`src/design/sha_pkg.sv`:
```
package sha_pkg;

	localparam int unsigned ROUNDS = 64;

	typedef logic [31:0] word_t;

	typedef enum logic [6:0] {
		ST_IDLE  = 7'b0000001,
		ST_LOAD  = 7'b0000010,
		ST_ROUND = 7'b0000100,
		ST_FOLD  = 7'b0001000,
		ST_PAD   = 7'b0010000,
		ST_LEN   = 7'b0100000,
		ST_OUT   = 7'b1000000
	} state_t;

	localparam word_t [7:0] H_INIT = '{
		32'h5be0cd19, 32'h1f83d9ab, 32'h9b05688c, 32'h510e527f,
		32'ha54ff53a, 32'h3c6ef372, 32'hbb67ae85, 32'h6a09e667
	};

	localparam logic [7:0] PAD_BYTE = 8'h80;

	function automatic word_t round_k(input logic [5:0] t);
		word_t k;
		case (t)
			6'd0: k = 32'h428a2f98; 6'd1: k = 32'h71374491; 6'd2: k = 32'hb5c0fbcf;
			6'd3: k = 32'he9b5dba5; 6'd4: k = 32'h3956c25b; 6'd5: k = 32'h59f111f1;
			6'd6: k = 32'h923f82a4; 6'd7: k = 32'hab1c5ed5; 6'd8: k = 32'hd807aa98;
			6'd9: k = 32'h12835b01; 6'd10: k = 32'h243185be; 6'd11: k = 32'h550c7dc3;
			6'd12: k = 32'h72be5d74; 6'd13: k = 32'h80deb1fe; 6'd14: k = 32'h9bdc06a7;
			6'd15: k = 32'hc19bf174; 6'd16: k = 32'he49b69c1; 6'd17: k = 32'hefbe4786;
			6'd18: k = 32'h0fc19dc6; 6'd19: k = 32'h240ca1cc; 6'd20: k = 32'h2de92c6f;
			6'd21: k = 32'h4a7484aa; 6'd22: k = 32'h5cb0a9dc; 6'd23: k = 32'h76f988da;
			6'd24: k = 32'h983e5152; 6'd25: k = 32'ha831c66d; 6'd26: k = 32'hb00327c8;
			6'd27: k = 32'hbf597fc7; 6'd28: k = 32'hc6e00bf3; 6'd29: k = 32'hd5a79147;
			6'd30: k = 32'h06ca6351; 6'd31: k = 32'h14292967; 6'd32: k = 32'h27b70a85;
			6'd33: k = 32'h2e1b2138; 6'd34: k = 32'h4d2c6dfc; 6'd35: k = 32'h53380d13;
			6'd36: k = 32'h650a7354; 6'd37: k = 32'h766a0abb; 6'd38: k = 32'h81c2c92e;
			6'd39: k = 32'h92722c85; 6'd40: k = 32'ha2bfe8a1; 6'd41: k = 32'ha81a664b;
			6'd42: k = 32'hc24b8b70; 6'd43: k = 32'hc76c51a3; 6'd44: k = 32'hd192e819;
			6'd45: k = 32'hd6990624; 6'd46: k = 32'hf40e3585; 6'd47: k = 32'h106aa070;
			6'd48: k = 32'h19a4c116; 6'd49: k = 32'h1e376c08; 6'd50: k = 32'h2748774c;
			6'd51: k = 32'h34b0bcb5; 6'd52: k = 32'h391c0cb3; 6'd53: k = 32'h4ed8aa4a;
			6'd54: k = 32'h5b9cca4f; 6'd55: k = 32'h682e6ff3; 6'd56: k = 32'h748f82ee;
			6'd57: k = 32'h78a5636f; 6'd58: k = 32'h84c87814; 6'd59: k = 32'h8cc70208;
			6'd60: k = 32'h90befffa; 6'd61: k = 32'ha4506ceb; 6'd62: k = 32'hbef9a3f7;
			default: k = 32'hc67178f2;
		endcase
		return k;
	endfunction

endpackage

```
`src/design/sha_ram.sv`:
```
module sha_ram #(
	parameter int unsigned WIDTH = 8,
	parameter int unsigned DEPTH = 64
) (
	input  logic                     clk,
	input  logic                     wr_en,
	input  logic [$clog2(DEPTH)-1:0] wr_addr,
	input  logic [WIDTH-1:0]         wr_data,
	input  logic [$clog2(DEPTH)-1:0] rd_addr,
	output logic [WIDTH-1:0]         rd_data
);

	logic [WIDTH-1:0] mem [DEPTH];

	always_ff @(posedge clk) begin
		if (wr_en) begin
			mem[wr_addr] <= wr_data;
		end
		rd_data <= mem[rd_addr];
	end

endmodule

```
`src/design/sha_round.sv`:
```
module sha_round (
	input  sha_pkg::word_t [7:0] v,
	input  sha_pkg::word_t       k,
	input  sha_pkg::word_t       w,
	output sha_pkg::word_t [7:0] v_next
);

	sha_pkg::word_t s0, s1, ch, maj, t1, t2;

	always_comb begin
		s1 = {v[4][5:0], v[4][31:6]} ^ {v[4][10:0], v[4][31:11]} ^ {v[4][24:0], v[4][31:25]};
		ch = (v[4] & v[5]) ^ (~v[4] & v[6]);
		t1 = v[7] + s1 + ch + k + w;
		s0 = {v[0][1:0], v[0][31:2]} ^ {v[0][12:0], v[0][31:13]} ^ {v[0][21:0], v[0][31:22]};
		maj = (v[0] & v[1]) ^ (v[0] & v[2]) ^ (v[1] & v[2]);
		t2 = s0 + maj;
		v_next[7] = v[6];
		v_next[6] = v[5];
		v_next[5] = v[4];
		v_next[4] = v[3] + t1;
		v_next[3] = v[2];
		v_next[2] = v[1];
		v_next[1] = v[0];
		v_next[0] = t1 + t2;
	end

endmodule

```
`src/design/sha256_stream_hasher.sv`:
```
// A byte that does not complete a block is taken while the block stays ready; a completing byte
// is followed by the byte-wide block RAM read, 64 rounds and the fold before the next transfer.
// A final item adds padding from the fill point, the eight length bytes and a compression;
// a spill into an extra block adds a block of zeros and one more compression. Four transfers follow.
// Input is stalled (s_tready low) outside the idle state, so no new byte is taken while a block
// is loaded, hashed, padded or output. Reset: asynchronous, active low; hash words reload, no clearing pass.
module sha256_stream_hasher (
	input  logic        clk,
	input  logic        arst_n,
	input  logic        s_tvalid,
	output logic        s_tready,
	input  logic [7:0]  s_tdata, // data_byte[7:0]
	input  logic        s_tuser, // byte_present[0]
	input  logic        s_tlast,
	output logic        m_tvalid,
	input  logic        m_tready,
	output logic [63:0] m_tdata, // digest_part[63:0]
	output logic [1:0]  m_tuser, // part_index[1:0]
	output logic        m_tlast
);

	sha_pkg::state_t state_q;
	logic [5:0]  fill_q;
	logic [63:0] bits_q;
	logic        last_q;
	logic        second_q;
	sha_pkg::word_t [7:0] h_q, v_q, v_next;
	sha_pkg::word_t [15:0] win_q;
	logic [6:0]  cnt_q;
	logic [5:0]  t_q;
	logic [1:0]  part_q;
	sha_pkg::word_t wacc_q;
	sha_pkg::word_t wacc_d;

	logic        wr_en;
	logic [5:0]  wr_addr, rd_addr;
	logic [7:0]  wr_data, rd_data;

	sha_ram #(.WIDTH(8), .DEPTH(64)) u_buf (
		.clk(clk), .wr_en(wr_en), .wr_addr(wr_addr), .wr_data(wr_data),
		.rd_addr(rd_addr), .rd_data(rd_data)
	);

	sha_pkg::word_t w_cur, w2, w15, g0, g1;
	always_comb begin
		w2 = win_q[14];
		w15 = win_q[1];
		g1 = {w2[16:0], w2[31:17]} ^ {w2[18:0], w2[31:19]} ^ (w2 >> 10);
		g0 = {w15[6:0], w15[31:7]} ^ {w15[17:0], w15[31:18]} ^ (w15 >> 3);
		w_cur = (t_q < 6'd16) ? win_q[t_q[3:0]] : (g1 + win_q[9] + g0 + win_q[0]);
	end

	sha_round u_round (.v(v_q), .k(sha_pkg::round_k(t_q)), .w(w_cur), .v_next(v_next));

	logic acc;
	assign s_tready = (state_q == sha_pkg::ST_IDLE);
	assign acc = s_tvalid && s_tready;

	always_comb begin
		wr_en = 1'b0;
		wr_addr = fill_q;
		wr_data = s_tdata;
		rd_addr = cnt_q[5:0];
		if (acc && s_tuser) begin
			wr_en = 1'b1;
		end else if (state_q == sha_pkg::ST_PAD) begin
			wr_en = 1'b1;
			wr_addr = cnt_q[5:0];
			wr_data = (cnt_q[5:0] == fill_q && !second_q) ? sha_pkg::PAD_BYTE : 8'h00;
		end else if (state_q == sha_pkg::ST_LEN) begin
			wr_en = 1'b1;
			wr_addr = {3'b111, cnt_q[2:0]};
			wr_data = bits_q[8*(7-cnt_q[2:0]) +: 8];
		end
	end

	logic [5:0] fill_inc;
	assign fill_inc = fill_q + 6'd1;

	always_ff @(posedge clk or negedge arst_n) begin
		if (!arst_n) begin
			state_q <= sha_pkg::ST_IDLE;
			fill_q <= '0;
			bits_q <= '0;
			last_q <= 1'b0;
			second_q <= 1'b0;
			h_q <= sha_pkg::H_INIT;
			cnt_q <= '0;
			t_q <= '0;
			part_q <= '0;
		end else begin
			case (state_q)
				sha_pkg::ST_IDLE: begin
					if (acc) begin
						last_q <= s_tlast;
						second_q <= 1'b0;
						cnt_q <= '0;
						if (s_tuser) begin
							bits_q <= bits_q + 64'd8;
							fill_q <= fill_inc;
							if (fill_inc == 6'd0) begin
								state_q <= sha_pkg::ST_LOAD;
							end else if (s_tlast) begin
								cnt_q <= {1'b0, fill_q + 6'd1};
								state_q <= sha_pkg::ST_PAD;
							end
						end else if (s_tlast) begin
							cnt_q <= {1'b0, fill_q};
							state_q <= sha_pkg::ST_PAD;
						end
					end
				end
				sha_pkg::ST_PAD: begin
					// Bytes from the fill point to the end get 0x80 then zeros; in the block after a spill, all get zeros.
					if (cnt_q[5:0] == 6'd63) begin
						cnt_q <= '0;
						if (fill_q >= 6'd56 && !second_q) begin
							state_q <= sha_pkg::ST_LOAD;
						end else begin
							state_q <= sha_pkg::ST_LEN;
						end
					end else begin
						cnt_q <= cnt_q + 7'd1;
					end
				end
				sha_pkg::ST_LEN: begin
					if (cnt_q[2:0] == 3'd7) begin
						cnt_q <= '0;
						second_q <= 1'b1;
						state_q <= sha_pkg::ST_LOAD;
					end else begin
						cnt_q <= cnt_q + 7'd1;
					end
				end
				sha_pkg::ST_LOAD: begin
					if (cnt_q == 7'd64) begin
						cnt_q <= '0;
						t_q <= '0;
						state_q <= sha_pkg::ST_ROUND;
					end else begin
						cnt_q <= cnt_q + 7'd1;
					end
				end
				sha_pkg::ST_ROUND: begin
					t_q <= t_q + 6'd1;
					if (t_q == 6'(sha_pkg::ROUNDS - 1)) begin
						state_q <= sha_pkg::ST_FOLD;
					end
				end
				sha_pkg::ST_FOLD: begin
					for (int i = 0; i < 8; i++) begin
						h_q[i] <= h_q[i] + v_q[i];
					end
					if (!last_q) begin
						state_q <= sha_pkg::ST_IDLE;
					end else if (!second_q) begin
						// After a spill the next block is zeros and the length; after a
						// full final block it starts with 0x80 at byte zero.
						second_q <= (fill_q >= 6'd56);
						cnt_q <= '0;
						state_q <= sha_pkg::ST_PAD;
					end else begin
						part_q <= '0;
						state_q <= sha_pkg::ST_OUT;
					end
				end
				sha_pkg::ST_OUT: begin
					if (m_tready) begin
						part_q <= part_q + 2'd1;
						if (part_q == 2'd3) begin
							h_q <= sha_pkg::H_INIT;
							fill_q <= '0;
							bits_q <= '0;
							last_q <= 1'b0;
							state_q <= sha_pkg::ST_IDLE;
						end
					end
				end
				default: state_q <= sha_pkg::ST_IDLE;
			endcase
		end
	end

	assign wacc_d = {wacc_q[23:0], rd_data};

	always_ff @(posedge clk) begin
		if (state_q == sha_pkg::ST_LOAD) begin
			if (cnt_q != 7'd0) begin
				wacc_q <= wacc_d;
				if (cnt_q[1:0] == 2'd0) begin
					win_q[cnt_q[5:2] - 4'd1] <= wacc_d;
				end
			end
			if (cnt_q == 7'd64) begin
				v_q <= h_q;
			end
		end else if (state_q == sha_pkg::ST_ROUND) begin
			v_q <= v_next;
			if (t_q >= 6'd16) begin
				for (int i = 0; i < 15; i++) begin
					win_q[i] <= win_q[i+1];
				end
				win_q[15] <= w_cur;
			end
		end
	end

	assign m_tvalid = (state_q == sha_pkg::ST_OUT);
	assign m_tdata = {h_q[{part_q, 1'b0}], h_q[{part_q, 1'b1}]};
	assign m_tuser = part_q;
	assign m_tlast = (part_q == 2'd3);

	a_out_only: assert property (@(posedge clk) disable iff (!arst_n)
		m_tvalid |-> !s_tready) else $error("output while accepting input");
	a_part_step: assert property (@(posedge clk) disable iff (!arst_n)
		(m_tvalid && m_tready && !m_tlast) |=> (m_tvalid && m_tuser == $past(m_tuser) + 2'd1))
		else $error("digest parts out of order");
	a_round_end: assert property (@(posedge clk) disable iff (!arst_n)
		(state_q == sha_pkg::ST_ROUND && t_q == 6'd63) |=> state_q == sha_pkg::ST_FOLD)
		else $error("round count broken");

endmodule
```
`config.mk`:
```
export PLATFORM = sky130hd
export DESIGN_NAME = sha256_stream_hasher
export DESIGN_NICKNAME = d
export VERILOG_FILES = /design/src/design/sha_pkg.sv /design/src/design/sha_ram.sv /design/src/design/sha_round.sv /design/src/design/sha256_stream_hasher.sv
export SDC_FILE = /design/constraint.sdc
export NUM_CORES = 2
export LEC_CHECK = 0
export ABC_AREA = 0
export BUFFER_PORTS_ARGS = -buffer_cell sky130_fd_sc_hd__buf_2
export CAP_MARGIN = 0
export CORE_AREA = 5 5 415 417
export DETAILED_ROUTE_END_ITERATION = 7
export DIE_AREA = 0 0 420 422
export PLACE_DENSITY = 0.74
export SYNTH_ARGS = -nofsm -noshare
export SYNTH_HDL_FRONTEND = slang
export SYNTH_SLANG_ARGS = --single-unit
```
`constraint.sdc`:
```
create_clock -name clk -period 11.5 [get_ports clk]
set_clock_uncertainty 0.15 [all_clocks]
set_input_delay 2.3 -clock clk [delete_from_list [all_inputs] [get_ports clk]]
set_output_delay 2.3 -clock clk [all_outputs]
set_load 0.005 [all_outputs]
```
==> metrics <==
Rows around 150; Mapped Cells slightly above 9000; CTS buffer count ~180; number of flops mapped to enable cells by yosys between 1000 and 1500; power density over the cells between 100 and 150 nW/µm²; largest net degree at the start of global routing between 200 and 250; height of the die roughly 420 µm; DR pass1 iterations 7; peak supply drop approximately 0.23 mV; clk buf depth 3; Setup WS pre-CTS between 0.4 and 0.5 ns; Startpoint Class register; Period minus WS final between 10 and 15 ns; Crit. End Element register; register bit total from synthesis about 1700; routed wire length per instance around 29 µm; setup ws final 0.632 ns; Die Wd ~420 µm; FILL cells ~13000; Max Freq 92.0 MHz; Initial Util 59.5%; kind of critical path reg -> reg; Main synth FF type edfxtp_1; die area 177000 µm²; area of the multi-input gates around 49000 µm²; Slew Viols, Final 0; Worst slew margin under 10%; CORE AREA about 170000 µm²; Worst-Skew Late Latency 0.89 ns; worst hold path type reg -> reg; FF+latch area around 48000 µm²; critical path arrival about 11 ns; Hold Buf Count CTS 0; antenna violations before repair 12; CTS Root Cell clkbuf_16; Yosys top cell by area edfxtp_1; clock tree sinks 1659; Final setup viols 0; post-synthesis average cell area ~11 µm²; critical path data required time roughly 12 ns; Synth async-reset ratio between 20% and 30%; Area contributors post-synth edfxtp_1 (39%), mux4_2 (9.1%), a21oi_1 (5.3%); max-cap violation count 0; total number of vias 76621; # DRC 0; Post-CTS Resized 0; Routed Antenna Nets 0; Synth warnings 0; Leak roughly 42 nW; first-pass GRT wire length just under 500000 µm; vias in the first global route ~74000; vias per cell 6.73; Seq/Total Area, Yosys between 40% and 50%; grt ovf 0; Setup Fix Bufs, Post-CTS 0; total routed wirelength 334000 µm; num ports 83; most common cell in the netlist edfxtp_1; Syn Std Cell Area 100000 µm²; GRT Overall Usage 37.4%; P&R area growth vs syn 8.78%; CP most frequent cell fa_1; fin crit share 94.5%; I/O Buffers 82; CTS tree done; crit path max-delay cell type edfxtp_1; Nets 9624; setup_tns 0 ns; Worst-Margin Slew between 1 and 1.5 ns; Yosys top cell area share between 30% and 40%; clk slew on worst S/H paths 0.06 ns; global placement routability congestion 1.05; Cell variety after synth 101; Hold Vio Cnt, Final 0; outcome finished clean; detailed placement HPWL 236000 µm; top cells by count, synth edfxtp_1 (1304), a21oi_1 (1052), nand2_1 (1027), nor2_1 (1014), clkbuf_1 (479); Synthesized Nets between 9000 and 10000; share of cells above drive strength 1 approximately 13%; CP max stage delay 0.52 ns; RSZ-0062 raised after global routing no; initial drt markers 10779; CP max FO 5; hold_ws about 0.35 ns; H-tree depth 4
-- flip-flops by register name, summed over array words and instances (netlist names) --
register	flops
w2	32
win_q	448
second_q	1
cnt_q	7
w15	32
u_buf.rd_data	8
fill_q	6
u_buf.mem	512
t_q	6
m_tuser	2
wacc_q	24
h_q	256
last_q	1
state_q	7
v_q	256
bits_q	61
-- power breakdown --
group	switching, mW	internal, mW
Clock	2.62	3.20
Combinational	1.40	0.943
Sequential	0.235	6.70
-- path summary, 6_finish.rpt --
path | start | endpoint | depth (start not counted) | slack, ns
max | w15[8]$_DFFE_PP_ | v_q[30]$_DFFE_PP_ | 40 | 0.63
min | wacc_q[0]$_DFFE_PP_ | wacc_q[8]$_DFFE_PP_ | 0 | 0.35
max reg2reg | w15[8]$_DFFE_PP_ | v_q[30]$_DFFE_PP_ | 40 | 0.63
min reg2reg | wacc_q[0]$_DFFE_PP_ | wacc_q[8]$_DFFE_PP_ | 0 | 0.35
max in group asynchronous | arst_n | m_tuser[1]$_DFFE_PN0P_ | 3 | 7.68
min in group asynchronous | arst_n | h_q[161]$_DFFE_PN0P_ | 1 | 1.28
-- routing by layer --
metal  track usage [%]  routed length, µm
met1              51.0             124000
met2              57.7             152000
met3              6.93              36200
met4              19.6              21600
met5                 0                 44
-- cells by family after synthesis --
kind of cell,Yosys count,synth area share [%]
simple gates,2616,11.1
compound gates,2173,12.7
fa+ha+maj,599,8.94
xor+xnor,641,5.62
mux,472,9.78
flops,1659,48.1
buf+inv,986,3.73
-- metrics by stage --
stage                     total power [mW]  cells  util (%)  instance area [µm²]
after CTS                             15.1  11388      64.7               109000
after global placement                9.28  11055      61.2               103000
after global routing                  15.5  11388      64.7               109000
after floorplan                       8.53   9146         -               100000
final                                 15.1  11389      64.7               109000
after detailed placement              9.34  11055      61.2               103000
-- layout by cell type (no fill, tap or decap), types with 47 or more instances in the layout --
cell,n
mux4_2,404
nand3_1,114
fa_1,195
nor2_1,997
dfstp_2,137
buf_2,81
nand2_1,1026
nor3_1,84
nand2b_1,90
xnor2_1,340
ha_1,399
o21a_1,53
clkbuf_1,47
edfxtp_1,1304
clkbuf_16,178
a21oi_1,1038
nor2b_1,56
mux2i_1,60
buf_4,154
dfrtp_1,198
inv_1,429
o21ai_1,73
and2_1,57
o21ai_0,386
xor2_1,299
a21o_1,181
a31oi_1,55
-- cell type report --
type,instances,area share [%]
Timing Repair Buffer,242,1.56
Clock inverter,100,1.01
Clock buffer,233,4.35
Antenna cell,1,0.00230
Inverter,435,1.50
Tap cell,2218,2.55
Sequential cell,1659,44.3
Multi-Input combinational cell,6501,44.7
-- worst max-delay path: cells and delay by family, from the launching register on --
family / cells / cell delay (ns)
flops: 1 / 0.52
simple gates: 8 / 1.60
compound gates: 13 / 2.82
mux: 1 / 0.31
fa+ha+maj: 9 / 3.70
buf+inv: 4 / 0.29
xor+xnor: 5 / 1.10
Power figures use the tool's default switching activity.
